$ cat config.mk
export PLATFORM = sky130hd
export DESIGN_NAME = midpoint_ellipse_rasterizer
export DESIGN_NICKNAME = d
export VERILOG_FILES = /design/src/hdl/mer_pkg.sv /design/src/hdl/mer_mul.sv /design/src/hdl/mer_out.sv /design/src/hdl/midpoint_ellipse_rasterizer.sv
export SDC_FILE = /design/constraint.sdc
export NUM_CORES = 2
export LEC_CHECK = 0
export ABC_CLOCK_PERIOD_IN_PS = 8100
export BUFFER_PORTS_ARGS = -buffer_cell sky130_fd_sc_hd__buf_4
export CAP_MARGIN = 20
export CELL_PAD_IN_SITES_DETAIL_PLACEMENT = 0
export CELL_PAD_IN_SITES_GLOBAL_PLACEMENT = 1
export CORE_MARGIN = 3
export CORE_UTILIZATION = 45
export DETAILED_ROUTE_END_ITERATION = 10
export PLACE_DENSITY = 0.71
export SLEW_MARGIN = 30
export SYNTH_ARGS = -nofsm -noshare
export SYNTH_HDL_FRONTEND = slang
export SYNTH_HIERARCHICAL = 1
export SYNTH_SLANG_ARGS = --single-unit
$ cat constraint.sdc
create_clock -name i_clk -period 8.1 [get_ports i_clk]
set_input_delay 1.62 -clock i_clk [delete_from_list [all_inputs] [get_ports i_clk]]
set_output_delay 1.62 -clock i_clk [all_outputs]
set_load 0.03 [all_outputs]
$ cat src/hdl/mer_pkg.sv
// shared types and defaults for the midpoint ellipse rasterizer
// no dependencies; imported by mer_out and the top module
`default_nettype none

package mer_pkg;

    localparam int RADIUS_BITS_DEF = 10;
    localparam int COORD_BITS_DEF  = 11;

    // input kind carried in s_axis_tuser
    localparam logic MODE_START   = 1'b0;
    localparam logic MODE_ADVANCE = 1'b1;

    typedef enum logic [1:0] {
        REG_ONE  = 2'd0,
        REG_TWO  = 2'd1,
        REG_DONE = 2'd2
    } t_region;

    typedef enum logic [4:0] {
        ST_IDLE,
        ST_MRX,
        ST_MRY,
        ST_MRXY,
        ST_MK,
        ST_MKW,
        ST_ADV1,
        ST_ADV2,
        ST_ADV3,
        ST_EMIT,
        ST_FIN,
        ST_SETTLE,
        ST_Z1,
        ST_Z2,
        ST_Z3,
        ST_Z4,
        ST_Z5
    } t_state;

    typedef struct packed {
        logic finished;
        logic last;
        logic pixel_valid;
    } t_beat_flags;

endpackage

`default_nettype wire

$ cat src/hdl/mer_mul.sv
// shared unsigned multiplier with a registered product
// no package dependencies
`default_nettype none

module mer_mul #(
    parameter int A_W = 32,
    parameter int B_W = 12
) (
    input  logic                 i_clk,
    input  logic [A_W-1:0]       i_a,
    input  logic [B_W-1:0]       i_b,
    output logic [A_W+B_W-1:0]   o_prod
);

    logic [A_W+B_W-1:0] r_prod;

    always_ff @(posedge i_clk) begin
        r_prod <= (A_W+B_W)'(i_a) * (A_W+B_W)'(i_b);
    end

    assign o_prod = r_prod;

endmodule

`default_nettype wire

$ cat src/hdl/mer_out.sv
// output register for result beats on the master stream side
// depends on mer_pkg for the beat flag struct
`default_nettype none

module mer_out #(
    parameter int DATA_W = 32
) (
    input  logic                  i_clk,
    input  logic                  i_rst_n,
    input  logic                  i_load,
    input  mer_pkg::t_beat_flags  i_flags,
    input  logic [DATA_W-1:0]     i_data,
    output logic                  o_room,
    output logic                  o_m_tvalid,
    input  logic                  i_m_tready,
    output logic [DATA_W-1:0]     o_m_tdata,
    output logic                  o_m_tlast,
    output logic [1:0]            o_m_tuser
);
    import mer_pkg::*;

    logic              r_valid;
    logic [DATA_W-1:0] r_data;
    t_beat_flags       r_flags;

    assign o_room = !r_valid || i_m_tready;

    always_ff @(posedge i_clk) begin
        if (!i_rst_n) begin
            r_valid <= 1'b0;
        end else if (o_room) begin
            r_valid <= i_load;
        end
    end

    always_ff @(posedge i_clk) begin
        if (o_room && i_load) begin
            r_data  <= i_data;
            r_flags <= i_flags;
        end
    end

    assign o_m_tvalid = r_valid;
    assign o_m_tdata  = r_data;
    assign o_m_tlast  = r_flags.last;
    assign o_m_tuser  = {r_flags.finished, r_flags.pixel_valid};

endmodule

`default_nettype wire

$ cat src/hdl/midpoint_ellipse_rasterizer.sv
// start beat: accept, MRX, MRY, MRXY, MK, MKW setup on the shared multiplier, 4 beats, settle
// advance beat: ADV1-ADV3 updates, 4 beats, settle; Z1-Z5 and a second settle open region 2
// advance after completion: FIN, one beat; one item in flight, ready only when idle
// output register lets the last beat wait while the next item is taken
// synchronous active-low reset: ellipse finished, output empty, no clearing pass
`default_nettype none

module midpoint_ellipse_rasterizer #(
    parameter int RADIUS_BITS = mer_pkg::RADIUS_BITS_DEF,
    parameter int COORD_BITS  = mer_pkg::COORD_BITS_DEF
) (
    input  logic i_clk,
    input  logic i_rst_n,
    // slave side
    input  logic s_axis_tvalid,
    output logic s_axis_tready,
    // center_x, center_y, radius_x, radius_y, pen_color (lowest first), zero padded
    input  logic [((2*COORD_BITS+2*RADIUS_BITS+4+7)/8)*8-1:0] s_axis_tdata,
    // mode: start or advance
    input  logic s_axis_tuser,
    // master side
    output logic m_axis_tvalid,
    input  logic m_axis_tready,
    // pixel_x, pixel_y, pixel_color (lowest first), zero padded
    output logic [((2*COORD_BITS+8+7)/8)*8-1:0] m_axis_tdata,
    // last_of_step
    output logic m_axis_tlast,
    // pixel_valid, finished (lowest first)
    output logic [1:0] m_axis_tuser
);
    import mer_pkg::*;

    localparam int R      = RADIUS_BITS;
    localparam int C      = COORD_BITS;
    localparam int X_W    = R + 1;         // x may run one past the radius
    localparam int SQ_W   = 2 * R;
    localparam int CR_W   = 3 * R + 2;
    localparam int K_W    = 4 * R;
    localparam int MA_W   = 3 * R + 2;
    localparam int MB_W   = R + 2;
    localparam int MP_W   = MA_W + MB_W;
    localparam int DEC_W  = 4 * R + 6;
    localparam int TERM_W = CR_W + 2;
    localparam int PIX_W  = C + 2;
    localparam int SUM_W  = (X_W > PIX_W) ? X_W : PIX_W;
    localparam int OUT_W  = ((2 * PIX_W + 4 + 7) / 8) * 8;

    // ---------------------------------------------------------------
    // input field split
    // ---------------------------------------------------------------
    logic [C-1:0] w_in_cx, w_in_cy;
    logic [R-1:0] w_in_rx, w_in_ry;
    logic [3:0]   w_in_color;
    logic         w_acc;

    assign w_in_cx    = s_axis_tdata[C-1:0];
    assign w_in_cy    = s_axis_tdata[2*C-1:C];
    assign w_in_rx    = s_axis_tdata[2*C+R-1:2*C];
    assign w_in_ry    = s_axis_tdata[2*C+2*R-1:2*C+R];
    assign w_in_color = s_axis_tdata[2*C+2*R+3:2*C+2*R];

    // ---------------------------------------------------------------
    // state
    // ---------------------------------------------------------------
    t_state              r_state, n_state;
    t_region             r_region;
    logic [C-1:0]        r_cx, r_cy;
    logic [3:0]          r_color;
    logic [R-1:0]        r_rx, r_ry;
    logic [SQ_W-1:0]     r_rx2, r_ry2;
    logic [X_W-1:0]      r_x;
    logic [R-1:0]        r_y;
    logic [CR_W-1:0]     r_cross_x, r_cross_y;
    logic signed [DEC_W-1:0]  r_dec;
    logic [K_W-1:0]      r_k;       // rx^2 * ry^2
    logic [MA_W-1:0]     r_tmp;     // partial product of region 2 setup
    logic signed [TERM_W-1:0] r_term;
    logic                r_flag;    // region 1: decision was negative, region 2: y-only step
    logic [1:0]          r_cnt;

    // ---------------------------------------------------------------
    // shared multiplier and its operand select
    // ---------------------------------------------------------------
    logic [MA_W-1:0] w_mul_a;
    logic [MB_W-1:0] w_mul_b;
    logic [MP_W-1:0] w_prod;
    logic [MB_W-1:0] w_a2;   // 2x + 1
    logic [MB_W-1:0] w_b2;   // y - 1, held at 1 when y is zero

    assign w_a2 = {r_x, 1'b1};
    assign w_b2 = (r_y == '0) ? MB_W'(1) : MB_W'(r_y - R'(1));

    always_comb begin
        w_mul_a = '0;
        w_mul_b = '0;
        case (r_state)
            ST_MRX: begin
                w_mul_a = MA_W'(r_rx);
                w_mul_b = MB_W'(r_rx);
            end
            ST_MRY: begin
                w_mul_a = MA_W'(r_ry);
                w_mul_b = MB_W'(r_ry);
            end
            ST_MRXY: begin
                w_mul_a = MA_W'(r_rx2);
                w_mul_b = MB_W'(r_ry);
            end
            ST_MK: begin
                // (rx^2 * ry) * ry
                w_mul_a = MA_W'(w_prod);
                w_mul_b = MB_W'(r_ry);
            end
            ST_Z1: begin
                w_mul_a = MA_W'(r_ry2);
                w_mul_b = w_a2;
            end
            ST_Z2: begin
                w_mul_a = MA_W'(r_rx2);
                w_mul_b = w_b2;
            end
            ST_Z3: begin
                w_mul_a = r_tmp;
                w_mul_b = w_a2;
            end
            ST_Z4: begin
                w_mul_a = r_tmp;
                w_mul_b = w_b2;
            end
            default: begin
                w_mul_a = '0;
                w_mul_b = '0;
            end
        endcase
    end

    mer_mul #(
        .A_W (MA_W),
        .B_W (MB_W)
    ) u_mul (
        .i_clk  (i_clk),
        .i_a    (w_mul_a),
        .i_b    (w_mul_b),
        .o_prod (w_prod)
    );

    // ---------------------------------------------------------------
    // symmetric points, coordinates wrap to the pixel width
    // ---------------------------------------------------------------
    logic [PIX_W-1:0] w_px_p, w_px_m, w_py_p, w_py_m;

    assign w_px_p = PIX_W'(SUM_W'(r_cx) + SUM_W'(r_x));
    assign w_px_m = PIX_W'(SUM_W'(r_cx) - SUM_W'(r_x));
    assign w_py_p = PIX_W'(SUM_W'(r_cy) + SUM_W'(r_y));
    assign w_py_m = PIX_W'(SUM_W'(r_cy) - SUM_W'(r_y));

    // ---------------------------------------------------------------
    // sequencer: next state and beat loading
    // ---------------------------------------------------------------
    logic             w_room;
    logic             w_load;
    t_beat_flags      w_flags;
    logic [OUT_W-1:0] w_data;
    logic             w_cross;

    assign s_axis_tready = (r_state == ST_IDLE);
    assign w_acc         = s_axis_tvalid && s_axis_tready;
    assign w_cross       = (r_cross_x >= r_cross_y);

    always_comb begin
        n_state = r_state;
        w_load  = 1'b0;
        w_flags = '0;
        w_data  = '0;
        case (r_state)
            ST_IDLE: begin
                if (w_acc) begin
                    if (s_axis_tuser == MODE_START) begin
                        n_state = ST_MRX;
                    end else if (r_region == REG_DONE) begin
                        n_state = ST_FIN;
                    end else begin
                        n_state = ST_ADV1;
                    end
                end
            end
            ST_MRX:  n_state = ST_MRY;
            ST_MRY:  n_state = ST_MRXY;
            ST_MRXY: n_state = ST_MK;
            ST_MK:   n_state = ST_MKW;
            ST_MKW:  n_state = ST_EMIT;
            ST_ADV1: n_state = ST_ADV2;
            ST_ADV2: n_state = ST_ADV3;
            ST_ADV3: n_state = ST_EMIT;
            ST_EMIT: begin
                w_load              = w_room;
                w_flags.pixel_valid = 1'b1;
                w_flags.last        = (r_cnt == 2'd3);
                case (r_cnt)
                    2'd0:    w_data = OUT_W'({r_color, w_py_p, w_px_p});
                    2'd1:    w_data = OUT_W'({r_color, w_py_p, w_px_m});
                    2'd2:    w_data = OUT_W'({r_color, w_py_m, w_px_p});
                    default: w_data = OUT_W'({r_color, w_py_m, w_px_m});
                endcase
                if (w_room && r_cnt == 2'd3) begin
                    n_state = ST_SETTLE;
                end
            end
            ST_FIN: begin
                // already complete: one empty beat, state untouched
                w_load           = w_room;
                w_flags.last     = 1'b1;
                w_flags.finished = 1'b1;
                if (w_room) begin
                    n_state = ST_IDLE;
                end
            end
            ST_SETTLE: begin
                if (r_region == REG_ONE && w_cross) begin
                    n_state = ST_Z1;
                end else begin
                    n_state = ST_IDLE;
                end
            end
            ST_Z1: n_state = ST_Z2;
            ST_Z2: n_state = ST_Z3;
            ST_Z3: n_state = ST_Z4;
            ST_Z4: n_state = ST_Z5;
            ST_Z5: n_state = ST_SETTLE;
            default: n_state = ST_IDLE;
        endcase
    end

    always_ff @(posedge i_clk) begin
        if (!i_rst_n) begin
            r_state <= ST_IDLE;
        end else begin
            r_state <= n_state;
        end
    end

    // ---------------------------------------------------------------
    // control registers
    // ---------------------------------------------------------------
    always_ff @(posedge i_clk) begin
        if (!i_rst_n) begin
            r_region <= REG_DONE;
            r_cnt    <= '0;
            r_x      <= '0;
            r_y      <= '0;
        end else begin
            case (r_state)
                ST_IDLE: begin
                    r_cnt <= '0;
                    if (w_acc && s_axis_tuser == MODE_START) begin
                        r_region <= REG_ONE;
                        r_x      <= '0;
                        r_y      <= w_in_ry;
                    end
                end
                ST_ADV1: begin
                    if (r_region == REG_ONE) begin
                        // x always grows, y drops on a non-negative decision
                        r_x <= r_x + X_W'(1);
                        if (!r_dec[DEC_W-1]) begin
                            r_y <= r_y - R'(1);
                        end
                    end else begin
                        // y always drops, x grows unless decision is positive
                        r_y <= r_y - R'(1);
                        if (!(!r_dec[DEC_W-1] && r_dec != '0)) begin
                            r_x <= r_x + X_W'(1);
                        end
                    end
                end
                ST_EMIT: begin
                    if (w_room) begin
                        r_cnt <= r_cnt + 2'd1;
                    end
                end
                ST_SETTLE: begin
                    if (r_region == REG_TWO && r_y == '0) begin
                        r_region <= REG_DONE;
                    end
                end
                ST_Z5: r_region <= REG_TWO;
                default: ;
            endcase
        end
    end

    // ---------------------------------------------------------------
    // arithmetic registers
    // ---------------------------------------------------------------
    always_ff @(posedge i_clk) begin
        case (r_state)
            ST_IDLE: begin
                if (w_acc && s_axis_tuser == MODE_START) begin
                    r_cx      <= w_in_cx;
                    r_cy      <= w_in_cy;
                    r_color   <= w_in_color;
                    r_rx      <= w_in_rx;
                    r_ry      <= w_in_ry;
                    r_cross_x <= '0;
                end
            end
            ST_MRY:  r_rx2 <= SQ_W'(w_prod);
            ST_MRXY: r_ry2 <= SQ_W'(w_prod);
            ST_MK: begin
                // cross_y = 2 rx^2 ry, decision = 4 ry^2 - 4 rx^2 ry + rx^2
                r_cross_y <= {w_prod[CR_W-2:0], 1'b0};
                r_dec     <= DEC_W'({r_ry2, 2'b00}) - DEC_W'({w_prod, 2'b00})
                           + DEC_W'(r_rx2);
            end
            ST_MKW: r_k <= K_W'(w_prod);
            ST_ADV1: begin
                if (r_region == REG_ONE) begin
                    r_flag    <= r_dec[DEC_W-1];
                    r_cross_x <= r_cross_x + CR_W'({r_ry2, 1'b0});
                    if (!r_dec[DEC_W-1]) begin
                        r_cross_y <= r_cross_y - CR_W'({r_rx2, 1'b0});
                    end
                end else begin
                    r_flag    <= !r_dec[DEC_W-1] && r_dec != '0;
                    r_cross_y <= r_cross_y - CR_W'({r_rx2, 1'b0});
                    if (!(!r_dec[DEC_W-1] && r_dec != '0)) begin
                        r_cross_x <= r_cross_x + CR_W'({r_ry2, 1'b0});
                    end
                end
            end
            ST_ADV2: begin
                if (r_region == REG_ONE) begin
                    r_term <= TERM_W'(r_ry2) + TERM_W'(r_cross_x)
                            - (r_flag ? TERM_W'(0) : TERM_W'(r_cross_y));
                end else begin
                    r_term <= TERM_W'(r_rx2) - TERM_W'(r_cross_y)
                            + (r_flag ? TERM_W'(0) : TERM_W'(r_cross_x));
                end
            end
            ST_ADV3: r_dec <= r_dec + (DEC_W'(r_term) <<< 2);
            // region 2 setup:
            // ry^2 (2x+1)^2 + 4 rx^2 (y-1)^2 - 4 rx^2 ry^2
            ST_Z2: r_tmp <= MA_W'(w_prod);
            ST_Z3: r_tmp <= MA_W'(w_prod);
            ST_Z4: r_dec <= DEC_W'(w_prod) - DEC_W'({r_k, 2'b00});
            ST_Z5: r_dec <= r_dec + DEC_W'({w_prod, 2'b00});
            default: ;
        endcase
    end

    // ---------------------------------------------------------------
    // output register
    // ---------------------------------------------------------------
    mer_out #(
        .DATA_W (OUT_W)
    ) u_out (
        .i_clk      (i_clk),
        .i_rst_n    (i_rst_n),
        .i_load     (w_load),
        .i_flags    (w_flags),
        .i_data     (w_data),
        .o_room     (w_room),
        .o_m_tvalid (m_axis_tvalid),
        .i_m_tready (m_axis_tready),
        .o_m_tdata  (m_axis_tdata),
        .o_m_tlast  (m_axis_tlast),
        .o_m_tuser  (m_axis_tuser)
    );

    // ---------------------------------------------------------------
    // assertions
    // ---------------------------------------------------------------
    a_done_at_axis: assert property (@(posedge i_clk) disable iff (!i_rst_n)
        r_region == REG_DONE |-> r_y == '0)
        else $error("ellipse marked finished with y not zero");

    a_region1_settled: assert property (@(posedge i_clk) disable iff (!i_rst_n)
        (r_state == ST_IDLE && r_region == REG_ONE) |-> r_cross_x < r_cross_y)
        else $error("region 1 left open past the crossing point");

    a_busy_after_accept: assert property (@(posedge i_clk) disable iff (!i_rst_n)
        w_acc |=> r_state != ST_IDLE)
        else $error("sequencer stayed idle after an accepted beat");

    a_finished_no_pixel: assert property (@(posedge i_clk) disable iff (!i_rst_n)
        (m_axis_tvalid && m_axis_tuser[1]) |-> (!m_axis_tuser[0] && m_axis_tlast))
        else $error("finished beat carries a pixel or is not last");

endmodule

`default_nettype wire

==> impl_metrics.json <==
{
  "drc": 0,
  "grt_max_degree": 71,
  "regArea_um2": 11590,
  "place.gp.congestion": 0.9457,
  "cts_tree": "done",
  "ys.flop_type": "edfxtp_1",
  "power_mw": 14.42,
  "clkLatencyLatePin_ns": 0.66,
  "vias_per_cell": 5.754,
  "worstSetupEndpointType": "register",
  "num_io_pins": 90,
  "run_status": "finished, final reports clean",
  "cts-buffers-inserted": 50,
  "drt_pass1_iterations": 8,
  "whs_ns": 0.5235,
  "timing.final.crit_share": 0.9469,
  "power.leakage_nw": 23.07,
  "clockBufferDepth": 3,
  "dieWidth_um": 326.7,
  "syn_inst": 5232,
  "clock.fmax_mhz": 130.4,
  "ys_types": 99,
  "setup_viol_count_final": 0,
  "core_area_um2": 101000,
  "ys_seq_area_frac": 0.2505,
  "path_class": "reg -> reg",
  "cellPowerDensity_nw_per_um2": 284.2,
  "hold_buffers": 0,
  "rsz0062_at_grt": "false",
  "port-buffer-count": 87,
  "critPathMaxFanout": 20,
  "clk_transition_reported_paths_ns": 0.06,
  "grt_overflow_total": 0,
  "grt_pass1_vias": 38410,
  "vdd_drop_max_uv": 182.5,
  "grt_first_pass_wirelength_mm": 225.7,
  "postRouteAntennaNets": 0,
  "vias": 38490,
  "htree_num_levels": 2,
  "drive_above_1_share": 0.07278,
  "area_growth_pct": 9.677,
  "critPathRequiredTime_ns": 8.61,
  "synthArstFlopShare": 0,
  "synth-seq-cells": 411,
  "hold_viol": 0,
  "synth_edf_count": 336,
  "arrival_ns": 8.18,
  "clock_skew_ns": 0.05666,
  "routed_wl_mm": 144.4,
  "antenna_found_initial": 2,
  "dp_hpwl_mm": 115.9,
  "cp-start-kind": "register",
  "gr-usage-all-layers": 0.2694,
  "wl_per_cell_um": 21.58,
  "initial_core_util": 0.4581,
  "drt_iter0_drc": 2873,
  "cts_sinks": 411,
  "maxCapViolCount": 0,
  "multi_input_area_um2": 31590,
  "synth_area_per_cell_um2": 8.844,
  "fin_nets": 6137,
  "fin_crit_ns": 7.670,
  "dieArea_um2": 106700,
  "holdCritPathClass": "reg -> reg",
  "rows": 116,
  "n_fill_cell": 9842,
  "worst_pin_slew_ns": 0.9988,
  "final_cell_area_um2": 50750,
  "utilization": 0.5024,
  "cts_root_buffer": "clkbuf_16",
  "place_area_um2": 48970,
  "fin_setup_tns_ns": 0,
  "ys_warn_count": 6,
  "slew_viol_final": 0,
  "slew_headroom": 0.3290,
  "die_h_um": 326.7,
  "syn_area_um2": 46270
}
-- flip-flops by register name, summed over array words and instances, names as in the netlist, 11 cells and up --
signal and cells:
r_cy 11, r_rx2 20, r_tmp 32, r_cx 11
r_ry2 20, u_mul/o_prod 44, r_term 34, r_cross_x 31
r_k 40, r_x 11, r_cross_y 31, u_out/o_m_tdata 32
r_dec 46
-- Yosys cell counts (93+ instances only) --
cell,instances,area [µm²]
and2_1,141,882.1
xnor2_1,197,1725
a21oi_1,351,1757
xor2_1,122,1069
nand2_1,569,2136
clkbuf_1,180,675.7
inv_1,677,2541
o21ai_0,223,1116
a21o_1,180,1351
fa_1,350,7007
nand3_1,93,465.5
ha_1,445,5568
nor2_1,310,1164
edfxtp_1,336,10090
-- final timing paths --
check / start / endpoint / depth (start not counted) / slack (ns)
setup / recovery: r_state[3]$_SDFFE_PN0P_ / u_mul/o_prod[40]$_DFF_P_ / 21 / 0.43
hold / removal: r_color[2]$_DFFE_PP_ / u_out/o_m_tdata[28]$_DFFE_PP_ / 1 / 0.52
setup reg to reg: r_state[3]$_SDFFE_PN0P_ / u_mul/o_prod[40]$_DFF_P_ / 21 / 0.43
hold reg to reg: r_color[2]$_DFFE_PP_ / u_out/o_m_tdata[28]$_DFFE_PP_ / 1 / 0.52
-- cells by family after synthesis --
family / synth area share
XOR/XNOR: 0.06038
adder cells (fa/ha/maj): 0.2717
AO/OA/AOI/OAI: 0.1872
flip-flops: 0.2505
AND/OR/NAND/NOR: 0.1556
multiplexers: 0.003704
buffers and inverters: 0.07087
other: 0.00008104
-- critical path, stage by stage (launching register included) --
cell and delay (ns):
dfxtp_1 0.41, or4_1 0.76, nor2_2 0.15, buf_4 0.27
buf_4 0.32, a22o_1 0.60, nand2_1 0.16, fa_1 0.52
inv_1 0.05, fa_1 0.47, fa_1 0.52, fa_1 0.54
inv_1 0.05, fa_1 0.53, inv_1 0.04, ha_1 0.43
nand4_1 0.16, or4_1 0.52, o21a_1 0.24, o221ai_1 0.43
a31oi_1 0.17, xnor2_1 0.15
-- power breakdown --
part	switching, mW	internal, mW	total [mW]
registers	0.391	2.91	3.30
clock network	1.03	1.33	2.36
logic	5.44	3.32	8.76
total	6.86	7.57	14.4
-- metrics by stage --
| stage | setup WS (ns) | std cells |
|---|---|---|
| final | 0.4301 | 6689 |
| after global routing | 0.009942 | 6688 |
| after CTS | 0.2634 | 6688 |
| after detailed placement | 0.3179 | 6594 |
| after global placement | 0.3382 | 6593 |
| after floorplan | 0.9883 | 5233 |
-- layer usage --
layer	up-vias	wire length, µm	GRT usage
met5	-	0	0
li1	18300	-	-
met3	192	7867	0.03131
met1	18960	66280	0.3796
met2	1030	66310	0.4413
met4	0	3901	0.06735
-- layout make-up --
cell class	count	area share
clock inverters	30	0.006065
well taps	1357	0.03345
flip-flops and latches	411	0.2284
inverters	679	0.05022
clock buffers	64	0.02813
repair buffers	196	0.03136
multi-input cells	3951	0.6223
diodes	1	0.00004931
-- repair_timing --
item	CTS	global route
buffers inserted	0	0
gates resized for setup	0	14
endpoints found under the setup margin	0	9
-- cell usage in the layout, fill, tap and decap left out, drive strengths merged, types with 16 or more instances in the layout --
| master | netlist | final |
|---|---|---|
| and2 | 142 | 142 |
| nand4 | 52 | 52 |
| a31oi | 44 | 44 |
| xor2 | 122 | 122 |
| nor4 | 34 | 34 |
| nor2 | 310 | 310 |
| o211ai | 29 | 29 |
| nor3 | 90 | 90 |
| a21o | 180 | 180 |
| nand3 | 95 | 95 |
| edfxtp | 336 | 336 |
| dfxtp | 75 | 75 |
| a22oi | 31 | 31 |
| and3 | 45 | 45 |
| o21a | 46 | 46 |
| ha | 445 | 445 |
| fa | 350 | 350 |
| clkbuf | 180 | 64 |
| o21bai | 56 | 56 |
| o22ai | 28 | 28 |
| nand2 | 569 | 569 |
| a221oi | 31 | 31 |
| a21oi | 353 | 353 |
| nand2b | 58 | 58 |
| or2 | 18 | 18 |
| o21ai | 246 | 246 |
| a21boi | 16 | 16 |
| or3 | 24 | 24 |
| xnor2 | 197 | 197 |
| a211oi | 43 | 43 |
| inv | 678 | 684 |
| buf | 12 | 196 |
| clkinv | 1 | 19 |
| a211o | 17 | 17 |
| mux2i | 16 | 16 |
| a222oi | 34 | 34 |
| nor2b | 47 | 47 |
| o31ai | 16 | 16 |
Power figures use the tool's default switching activity.
